### config.mk
export PLATFORM = sky130hd
export DESIGN_NAME = bhpr_isqrt
export DESIGN_NICKNAME = d
export VERILOG_FILES = /design/src/rtl/core/bhpr_isqrt.sv
export SDC_FILE = /design/constraint.sdc
export NUM_CORES = 2
export LEC_CHECK = 0
export BUFFER_PORTS_ARGS = -buffer_cell sky130_fd_sc_hd__buf_2
export CAP_MARGIN = 15
export CORE_UTILIZATION = 40
export CTS_BUF_LIST = sky130_fd_sc_hd__clkbuf_8
export DETAILED_ROUTE_END_ITERATION = 10
export GPL_ROUTABILITY_DRIVEN = 0
export RECOVER_POWER = 50
export SLEW_MARGIN = 15
export SYNTH_ARGS = -nofsm -noshare
export SYNTH_HDL_FRONTEND = slang
export SYNTH_MEMORY_MAX_BITS = 65536
export SYNTH_SLANG_ARGS = --single-unit
### constraint.sdc
create_clock -name clk -period 4.14 [get_ports clk]
set_input_delay 0.828 -clock clk [delete_from_list [all_inputs] [get_ports clk]]
set_output_delay 0.828 -clock clk [all_outputs]
set_load 0.01 [all_outputs]
### src/rtl/core/bhpr_isqrt.sv
`timescale 1ns / 1ps
// Pipelined integer square root, one result bit per stage, with side data carried along.
// Standalone; stage loads are driven by the enclosing pipeline control.
module bhpr_isqrt #(
	parameter int STEPS  = 32,
	parameter int SIDE_W = 1
) (
	input  logic              clk,
	input  logic [STEPS-1:0]  en,
	input  logic [2*STEPS-1:0] rad,
	input  logic [SIDE_W-1:0] side_in,
	output logic [STEPS-1:0]  root,
	output logic [SIDE_W-1:0] side_out
);

	localparam int RW = 2 * STEPS;

	logic [RW-1:0]     rem_s  [STEPS];
	logic [RW-1:0]     res_s  [STEPS];
	logic [SIDE_W-1:0] side_s [STEPS];

	genvar j;
	generate
		for (j = 0; j < STEPS; j++) begin : g_step
			localparam logic [RW-1:0] BIT = {{(RW-1){1'b0}}, 1'b1} << (RW - 2 - 2 * j);
			logic [RW-1:0]     rem_i;
			logic [RW-1:0]     res_i;
			logic [RW-1:0]     trial;
			logic [SIDE_W-1:0] side_i;

			if (j == 0) begin : g_first
				assign rem_i  = rad;
				assign res_i  = '0;
				assign side_i = side_in;
			end else begin : g_next
				assign rem_i  = rem_s[j-1];
				assign res_i  = res_s[j-1];
				assign side_i = side_s[j-1];
			end

			assign trial = res_i + BIT;

			always_ff @(posedge clk) begin
				if (en[j]) begin
					side_s[j] <= side_i;
					if (rem_i >= trial) begin
						rem_s[j] <= rem_i - trial;
						res_s[j] <= (res_i >> 1) + BIT;
					end else begin
						rem_s[j] <= rem_i;
						res_s[j] <= res_i >> 1;
					end
				end
			end
		end
	endgenerate

	assign root     = res_s[STEPS-1][STEPS-1:0];
	assign side_out = side_s[STEPS-1];

endmodule

==> flow_summary_export.csv <==
group,metric,value,unit
final_layout,final_common_cell,"edfxtp_1",
final_layout,layout_common_cells,"edfxtp_1, nand2_1, inv_1, o21ai_0, ha_1",
flow_run,drv_cap,17,
clocking,clk_pin_slew,0.06,ns
final_layout,final_util,45.0,%
sta,max_freq,0.249,GHz
clocking,clk_path_buf_depth,4,
grt,gr-max-usage-layer,"met2",
synth,ys_ff_latch,2544,
floorplan,fp.dieArea,309000,um2
floorplan,die_x,556,um
synth,syn_nets,10600,
final_layout,syn_to_final_growth,12.1,%
worst_setup_path,end_kind,"flop",
synth,synth.distinct_cells,89,
synth,syn-cell-area,123000,um2
clocking,h-tree-depth,5,
grt,grtUsageMet2,32.3,%
run_status,violations,"capacitance limit, slew limit",
worst_setup_path,worstPathArrival,4.80,ns
grt,grt_max_degree,81,
route,drcViolationCount,0,
worst_setup_path,required,4.92,ns
place,hpwl,227,mm
power_and_ir_drop,p_leak,50.9,nW
floorplan,io_pins,131,
worst_setup_path,critPathLaunchType,"flop",
sta,drv_slew,950,
route,routed_wl,298,mm
grt,grt_pass1_vias,80600,
synth,synth_edf_count,2544,
route,avgRoutedWirePerCell,20.0,um
clocking,clk_latency,1.05,ns
worst_setup_path,critPathKind,"flop to flop",
sta,fin_crit_sh,97.2,%
synth,yosysWarnings,0,
final_layout,layout.cells.non_filler,14900,
sta,fin_crit,4.02,ns
place,dp.cells,14100,
sta,skew,0.0966,ns
final_layout,multi_input_area,43100,um2
grt,use_met3,2.90,%
power_and_ir_drop,p_per_area,521,nW/um2
synth,synth_flop_cell,"edfxtp_1",
final_layout,final.fill_count,27500,
hold_path,hp-class,"input pin to flop",
route,drt-vias-per-instance,5.43,
run_status,status,"finished with violations",
floorplan,start_util,40.2,%
sta,maxSlewHeadroom,-168,%
grt,grt_usage,18.9,%
final_layout,nets,11200,
floorplan,row_count,203,
final_layout,regArea,76400,um2
route,drt-initial-drc-count,7138,
grt,grt.overflow.total,0,
clocking,cts_buffers,416,
route,via_count,81100,
clocking,cts_tree,"built",
floorplan,die_y,556,um
route,drt.antenna.violating_nets,0,
place,numPortBuffers,130,
synth,avgSynthCellArea,12.4,um2
synth,synth_top_area_cell,"edfxtp_1",
route,drt_pass1_iterations,7,
floorplan,core,306000,um2
final_layout,final_layout_size_suffix_gt1_share,8.39,%
synth,async_flop_share,0,%
clocking,cts_num_sinks,2544,
sta,hold_viol,0,
synth,synth_area_leaders,"edfxtp_1, ha_1, xor2_1",
clocking,cts-root-buf,"clkbuf_8",
synth,synthCells,9928,
worst_setup_path,crit_fanout,40,
synth,synth_top_area_share,62.2,%
grt,grt_pass1_wl,461,mm
synth,yosysSeqAreaShare,62.2,%
sta,worst_slew_pin_slew,4.03,ns
grt,antenna_found_initial,16,
power_and_ir_drop,peakVddDrop,0.000332,V
grt,grt_util_met1,24.2,%
sta,setup_viol,0,
final cells by class:
class                           instances  share of cell area, %
Antenna cell                            9                 0.0164
Clock buffer                          418                   4.18
Clock inverter                        317                   1.46
Inverter                              688                   1.88
Multi-Input combinational cell       6473                   31.3
Sequential cell                      2544                   55.5
Tap cell                             4100                   3.73
Timing Repair Buffer                  379                   1.88
metrics by stage:
| stage | TNS [ns] | setup slack, ns | hold WS, ns | power, mW | cell area, um2 |
|---|---|---|---|---|---|
| detailed placement | -0.676 | -0.146 | 0.405 | 51.1 | 129000 |
| CTS | 0 | 0.0757 | 0.0105 | 72.2 | 138000 |
| global route | -0.00352 | -0.00352 | 0.128 | 75.3 | 138000 |
| floorplan | 0 | 0.249 | 0.400 | 46.1 | 123000 |
| global placement | -0.218 | -0.0748 | 0.406 | 50.8 | 129000 |
| finish | 0 | 0.117 | 0.199 | 71.7 | 138000 |
worst paths after layout:
path | startpoint | end | slack, ns | cells after the start
worst max register to register | rem_s[1][876]$_DFFE_PP_ | rem_s[1][918]$_DFFE_PP_ | 0.12 | 8
worst min register to register | res_s[1][601]$_DFFE_PP_ | res_s[1][664]$_DFFE_PP_ | 0.40 | 0
worst min-delay path | en[1] | res_s[0][124]$_DFFE_PP_ | 0.20 | 4
worst max-delay path | rem_s[1][876]$_DFFE_PP_ | rem_s[1][918]$_DFFE_PP_ | 0.12 | 8
flip-flops by register name, summed over array words and instances (netlist names):
register / cells
rem_s: 1984
res_s: 528
side_s: 32
critical path, stage by stage (launching register included):
cell,delay [ns]
edfxtp_1,0.42
or4_1,0.60
or4_1,0.50
or4_1,0.51
nand4b_1,0.28
a211oi_4,0.24
buf_4,0.34
buf_4,0.43
mux2_2,0.39
cells by family after synthesis:
logic type | Yosys count | share of synthesized area (%)
XOR/XNOR | 889 | 6.34
flip-flops | 2544 | 62.2
AO/OA/AOI/OAI | 1891 | 9.53
adder cells (fa/ha/maj) | 558 | 5.69
multiplexers | 59 | 0.530
buffers and inverters | 911 | 2.80
AND/OR/NAND/NOR | 3076 | 12.9
synthesized netlist by cell type (12+ instances only):
cell and n:
a2111oi_0 12, a211o_1 24, a211oi_1 60, a21boi_0 20
a21o_1 202, a21oi_1 529, a221oi_1 13, a311o_1 14
a311oi_1 13, a31o_2 13, a31oi_1 53, a41oi_1 15
and2_1 41, and3_1 54, and4_1 19, buf_1 13
clkbuf_1 200, edfxtp_1 2544, ha_1 558, inv_1 688
mux2_2 48, nand2_1 827, nand2b_1 116, nand3_1 175
nand3b_1 37, nand4_1 164, nand4b_1 20, nor2_1 539
nor2b_1 69, nor3_1 281, nor3b_1 24, nor4_1 388
nor4b_1 45, o2111ai_1 15, o211ai_1 35, o21a_1 91
o21ai_0 581, o21bai_1 50, o31ai_1 44, o41ai_1 16
or2_2 52, or3_1 107, or4_1 70, xnor2_1 437
xor2_1 452
metal layers:
metal / vias up / share of wire, %
met3: 622 / 5.9
met4: 0 / 3.4
met2: 2699 / 49
met5: - / 0
met1: 39400 / 42
li1: 38400 / -
report_power, final:
group | leakage [nW] | internal (mW) | switching, mW | total (mW)
clock network | 4.36 | 10.6 | 10.1 | 20.7
logic | 22.1 | 6.31 | 9.37 | 15.7
registers | 24.5 | 32.7 | 2.59 | 35.3
total | 50.9 | 49.6 | 22.1 | 71.7
timing repair:
item                                    in CTS  in global routing
hold endpoints to repair                   105                  0
pin swaps                                    0                  4
gates resized for setup                      1                 14
setup buffers                                0                  3
endpoints found under the setup margin       7                 29
hold buffers                                71                  0
(Power assumes the default switching activity.)
