## src/rtl/core/bhpr_pkg.sv

```systemverilog
`timescale 1ns / 1ps
// Shared types, constants and helpers for the bar hit position reconstruction block.
// No dependencies.
package bhpr_pkg;

	localparam int CFG_W        = 24;
	localparam int CFG_IDX_W    = 3;
	localparam int TIN_W        = 31;
	localparam int WALK_W       = 21;
	localparam int HALF_W       = 20;
	localparam int KIND_W       = 2;
	localparam int ROOT_W       = 32;
	localparam int AX_W         = 41;
	localparam int CORDIC_STEPS = 15;
	localparam int ANGLE_W      = 16;
	localparam int ACC_W        = ANGLE_W + 1;

	localparam logic [ANGLE_W-1:0] HALF_PI_Q14   = 16'd25736;
	localparam logic [HALF_W:0]    IN_BAR_MARGIN = 21'd5120;

	localparam logic [KIND_W-1:0] KIND_SMALL = 2'd0;
	localparam logic [KIND_W-1:0] KIND_BIG   = 2'd1;

	typedef enum logic [CFG_IDX_W-1:0] {
		REG_LR_OFFSET,
		REG_SOURCE_DIST,
		REG_LATERAL_OFFSET,
		REG_SMALL_HALF,
		REG_BIG_HALF,
		REG_SMALL_SPEED,
		REG_BIG_SPEED
	} cfg_reg_t;

	localparam logic [ANGLE_W-1:0] ATAN_Q14 [CORDIC_STEPS] = '{
		16'd12868, 16'd7596, 16'd4014, 16'd2037, 16'd1023, 16'd512, 16'd256, 16'd128,
		16'd64, 16'd32, 16'd16, 16'd8, 16'd4, 16'd2, 16'd1
	};

	function automatic logic [4:0] msb_pos(input logic [30:0] v);
		logic [4:0] p;
		p = '0;
		for (int i = 0; i < 31; i++) begin
			if (v[i]) begin
				p = 5'(i);
			end
		end
		return p;
	endfunction

endpackage

```

## src/rtl/core/bhpr_cordic.sv

```systemverilog
`timescale 1ns / 1ps
// Pipelined CORDIC vectoring unit: atan2(y, x) in Q2.14, clamped to 0..pi/2, then padded.
// Depends on bhpr_pkg.
module bhpr_cordic
	import bhpr_pkg::*;
#(
	parameter int LAT  = 32,
	parameter int IN_W = 41
) (
	input  logic               clk,
	input  logic [LAT-1:0]     en,
	input  logic [IN_W-1:0]    x_in,
	input  logic [IN_W-1:0]    y_in,
	input  logic               zero_in,
	output logic [ANGLE_W-1:0] angle
);

	localparam int CW   = IN_W + 3;
	localparam int TAIL = LAT - CORDIC_STEPS;

	logic signed [CW-1:0]    cx_s   [CORDIC_STEPS];
	logic signed [CW-1:0]    cy_s   [CORDIC_STEPS];
	logic signed [ACC_W-1:0] acc_s  [CORDIC_STEPS];
	logic                    zero_s [CORDIC_STEPS];
	logic [ANGLE_W-1:0]      ang_s  [TAIL];
	logic [ANGLE_W-1:0]      ang_d;
	logic signed [ACC_W-1:0] acc_last;

	genvar i, k;
	generate
		for (i = 0; i < CORDIC_STEPS; i++) begin : g_iter
			localparam logic signed [ACC_W-1:0] ANG = $signed({1'b0, ATAN_Q14[i]});
			logic signed [CW-1:0]    cx_i;
			logic signed [CW-1:0]    cy_i;
			logic signed [CW-1:0]    dx;
			logic signed [CW-1:0]    dy;
			logic signed [ACC_W-1:0] acc_i;
			logic                    zero_i;

			if (i == 0) begin : g_first
				assign cx_i   = $signed({3'b000, x_in});
				assign cy_i   = $signed({3'b000, y_in});
				assign acc_i  = '0;
				assign zero_i = zero_in;
			end else begin : g_next
				assign cx_i   = cx_s[i-1];
				assign cy_i   = cy_s[i-1];
				assign acc_i  = acc_s[i-1];
				assign zero_i = zero_s[i-1];
			end

			assign dx = cy_i >>> i;
			assign dy = cx_i >>> i;

			always_ff @(posedge clk) begin
				if (en[i]) begin
					zero_s[i] <= zero_i;
					if (!cy_i[CW-1]) begin
						cx_s[i]  <= cx_i + dx;
						cy_s[i]  <= cy_i - dy;
						acc_s[i] <= acc_i + ANG;
					end else begin
						cx_s[i]  <= cx_i - dx;
						cy_s[i]  <= cy_i + dy;
						acc_s[i] <= acc_i - ANG;
					end
				end
			end
		end
	endgenerate

	assign acc_last = acc_s[CORDIC_STEPS-1];

	always_comb begin
		if (zero_s[CORDIC_STEPS-1] || acc_last[ACC_W-1]) begin
			ang_d = '0;
		end else if (acc_last > $signed({1'b0, HALF_PI_Q14})) begin
			ang_d = HALF_PI_Q14;
		end else begin
			ang_d = acc_last[ANGLE_W-1:0];
		end
	end

	always_ff @(posedge clk) begin
		if (en[CORDIC_STEPS]) begin
			ang_s[0] <= ang_d;
		end
	end

	generate
		for (k = 1; k < TAIL; k++) begin : g_pad
			always_ff @(posedge clk) begin
				if (en[CORDIC_STEPS+k]) begin
					ang_s[k] <= ang_s[k-1];
				end
			end
		end
	endgenerate

	assign angle = ang_s[TAIL-1];

endmodule

```

## config.mk

```make
export PLATFORM = sky130hd
export DESIGN_NAME = bhpr_cordic
export DESIGN_NICKNAME = d
export VERILOG_FILES = /design/src/rtl/core/bhpr_pkg.sv /design/src/rtl/core/bhpr_cordic.sv
export SDC_FILE = /design/constraint.sdc
export NUM_CORES = 2
export LEC_CHECK = 0
export BUFFER_PORTS_ARGS = -buffer_cell sky130_fd_sc_hd__buf_2
export CORE_ASPECT_RATIO = 1.1
export CORE_MARGIN = 1
export CORE_UTILIZATION = 30
export CTS_CLUSTER_DIAMETER = 50
export DETAILED_ROUTE_END_ITERATION = 10
export HOLD_SLACK_MARGIN = 0.15
export PLACE_DENSITY = 0.46
export SYNTH_ARGS = -nofsm -noshare
export SYNTH_HDL_FRONTEND = slang
export SYNTH_SLANG_ARGS = --single-unit
export TNS_END_PERCENT = 20
```

## constraint.sdc

```tcl
create_clock -name clk -period 7.1 [get_ports clk]
set_input_delay 2.13 -clock clk [delete_from_list [all_inputs] [get_ports clk]]
set_output_delay 2.13 -clock clk [all_outputs]
set_load 0.01 [all_outputs]
```

==> flow_summary.json <==
{
  "status": "complete, but fails checks",
  "failed_checks": "DRC",
  "max-cap-violations": 0,
  "global_route.usage.total": 0.175,
  "synth_nets": 15700,
  "pre_antenna_drt_iters": 11,
  "numPortBuffers": 131,
  "timing.critical_path.to_type": "register",
  "placement.cell_area_um2": 143000,
  "timing_hold_violations_final": 0,
  "timing_limited_maximum_frequency_mhz": 162,
  "tns_ps": 0,
  "finalClockSkew_ps": 88.6,
  "routabilityCongestion": 0.884,
  "post_route_cells_drive_above_1_share": 0.0558,
  "die_span_x_um": 641,
  "unrepaired_setup_endpoints_after_global_routing": "no",
  "num_rows": 257,
  "antenna_violating_nets_remaining": 0,
  "setup-violations-final": 0,
  "slew_viol_final": 0,
  "worstPathRequired_ps": 7740,
  "remaining_drc_errors": 4,
  "ys_seq_elements": 1623,
  "syn_area_per_cell_um2": 9.54,
  "yosysWarnings": 0,
  "holdWs_ps": 358,
  "tritoncts.num_buffers": 234,
  "tightest_slew_ps": 1240,
  "global_route.overflow_total": 0,
  "timing.critical_path.fanout_max": 8,
  "number_of_global_route_vias_before_repair": 105000,
  "full_die_area_um2": 452000,
  "syn2layout_area_growth_pct": 11.9,
  "ys_types": 96,
  "clock_tree_from_tritoncts": "done",
  "layout.nets": 15900,
  "finish.utilization": 0.338,
  "cts_setup_buffers": 0,
  "first_pass_grt_wire_length_mm": 625,
  "layout.cell_area.non_filler_um2": 151000,
  "critPathKind": "reg -> reg",
  "iter_0_drt_violations": 6138,
  "drt_wl_total_mm": 408,
  "filler_cell_count": 45900,
  "cts.repair.resized": 0,
  "timing.critical_path.slowest_cell_delay_ps": 900,
  "die_height_um": 705,
  "initial_antenna_violation_count": 8,
  "synth_seq_area_share": 0.361,
  "cts-root-to-sink-buffers": 4,
  "design.core.area_um2": 447000,
  "final_cell_mix": "1623 x sky130_fd_sc_hd__edfxtp_1, 1453 x sky130_fd_sc_hd__a21oi_1, 1448 x sky130_fd_sc_hd__ha_1",
  "insertion_delay_ps": 960,
  "max-slew-margin-rel": 0.176,
  "clock_tree.root_cell": "sky130_fd_sc_hd__clkbuf_16",
  "cp_startpoint_kind": "register",
  "path_cells": "nor2_1 -> nand3_1 -> nor4_1 -> and3_1 -> nand3b_1 -> nor4_1 -> a21oi_1 -> xor2_1 -> ha_1 -> a21o_1 -> a21o_1 -> a21o_1 -> a211o_1 -> a21oi_1 -> o21ai_0 -> a21oi_1 -> o21ai_0 -> a221oi_1 -> xnor2_1",
  "synth-edff-count": 1623,
  "via_count": 105000,
  "htree_num_levels": 4,
  "cts_num_sinks": 1623,
  "final_common_cell": "sky130_fd_sc_hd__edfxtp_1",
  "detailedPlacementHpwl_mm": 334,
  "wl_per_cell_um": 20.0,
  "synthFlopType": "sky130_fd_sc_hd__edfxtp_1",
  "largest_net_degree_at_the_start_of_global_routing": 76,
  "worstHoldPathType": "reg -> reg",
  "worstPathArrival_ps": 6820,
  "clk_transition_reported_paths_ps": 60,
  "post_synth_instance_area_um2": 135000,
  "ctsHoldBuffers": 0,
  "vias_per_cell": 5.14,
  "floorplan.io_pins": 132,
  "final_min_period_over_clock_period": 0.869,
  "floorplan.initialDensity": 0.302,
  "postSynth.asyncResetShare": 0,
  "synth_cells": 14100,
  "clock_period_minus_worst_slack_ps": 6170,
  "crit_path_top_delay_cell": "sky130_fd_sc_hd__nor4_1"
}
[synth_stat cells (29+ instances only)]
cell,instances,share of area
sky130_fd_sc_hd__edfxtp_1,1623,0.36
sky130_fd_sc_hd__a21oi_1,1453,0.054
sky130_fd_sc_hd__ha_1,1448,0.13
sky130_fd_sc_hd__xnor2_1,1253,0.081
sky130_fd_sc_hd__nor2_1,959,0.027
sky130_fd_sc_hd__o21ai_0,881,0.033
sky130_fd_sc_hd__nand2_1,860,0.024
sky130_fd_sc_hd__a21o_1,799,0.044
sky130_fd_sc_hd__xor2_1,772,0.050
sky130_fd_sc_hd__inv_1,556,0.015
sky130_fd_sc_hd__clkbuf_1,351,0.0098
sky130_fd_sc_hd__nor3_1,279,0.010
sky130_fd_sc_hd__nand2b_1,233,0.011
sky130_fd_sc_hd__nand3_1,218,0.0081
sky130_fd_sc_hd__nand4_1,216,0.010
sky130_fd_sc_hd__o31ai_1,204,0.011
sky130_fd_sc_hd__o21bai_1,186,0.010
sky130_fd_sc_hd__nor2b_1,171,0.0079
sky130_fd_sc_hd__o21a_1,153,0.0085
sky130_fd_sc_hd__or3_1,135,0.0063
sky130_fd_sc_hd__a31oi_1,124,0.0058
sky130_fd_sc_hd__and3_1,119,0.0055
sky130_fd_sc_hd__nor4_1,108,0.0050
sky130_fd_sc_hd__o41ai_1,99,0.0064
sky130_fd_sc_hd__a211oi_1,78,0.0043
sky130_fd_sc_hd__or4_1,73,0.0041
sky130_fd_sc_hd__and2_1,62,0.0029
sky130_fd_sc_hd__o211ai_1,49,0.0027
sky130_fd_sc_hd__or2_2,48,0.0022
sky130_fd_sc_hd__a21boi_0,45,0.0025
sky130_fd_sc_hd__and4_1,43,0.0028
sky130_fd_sc_hd__a221oi_1,36,0.0023
sky130_fd_sc_hd__fa_1,36,0.0053
sky130_fd_sc_hd__o31a_1,31,0.0020
sky130_fd_sc_hd__a211o_1,29,0.0019
[worst max-delay path, delay by kind of cell (launching register included)]
kind            cells  cell delay [ps]
compound gates     10             2170
flops               1              520
xor+xnor            2              380
simple gates        6             2440
fa+ha+maj           1              400
[kinds of logic (layout without fill, tap and decap cells)]
kind of cell	Yosys count	in the layout	share of synthesized area
buffers and inverters	953	1281	0.0270
DFF	1623	1623	0.361
adders and majority gates	1484	1484	0.140
AOI/OAI and AO/OA	4398	4398	0.205
xor gates and xnor gates	2025	2025	0.131
muxes	47	47	0.00366
and+or+nand+nor	3607	3607	0.132
other	1	7	0.0000278
[state kept, by name (all words and copies together), names as in the netlist]
register,cells
acc_s,209
cx_s,556
ang_s,272
cy_s,571
zero_s,15
[final cells by class]
type / instances / area [um2] / share of cell area
multi-input combinational: 11600 / 82500 / 0.547
sequential: 1623 / 48700 / 0.323
tap: 5957 / 7450 / 0.0494
clock buffer: 261 / 6020 / 0.0399
clock inverter: 176 / 2150 / 0.0143
inverter: 561 / 2110 / 0.0139
timing repair buffer: 283 / 1970 / 0.0130
antenna: 6 / 15.0 / 0.0000995
[layer usage]
metal / vias to the layer above / routed length (um) / global-route usage
met2: 1841 / 213000 / 0.331
met3: 566 / 11700 / 0.0146
met4: 0 / 15200 / 0.0617
li1: 52700 / - / -
met1: 49800 / 168000 / 0.202
met5: - / 0 / 0
[stage by stage]
stage	cells	worst slack, ps
2_1_floorplan	14100	694
3_3_place_gp	20000	71.5
3_5_place_dp	20000	90.7
4_1_cts	20400	892
5_1_grt	20400	590
6_report	20400	928
[worst paths after layout]
kind | start | endpoint | slack, ps | depth (start not counted)
worst max register to register | cx_s[0][319] | cy_s[1][39] | 930 | 19
worst min register to register | acc_s[1][1] | acc_s[1][18] | 360 | 0
worst max-delay path | cx_s[0][319] | cy_s[1][39] | 930 | 19
worst min-delay path | acc_s[1][1] | acc_s[1][18] | 360 | 0
Power is not shown: default switching activity piles up to over one toggle a cycle in this logic, so the estimate is an artifact.
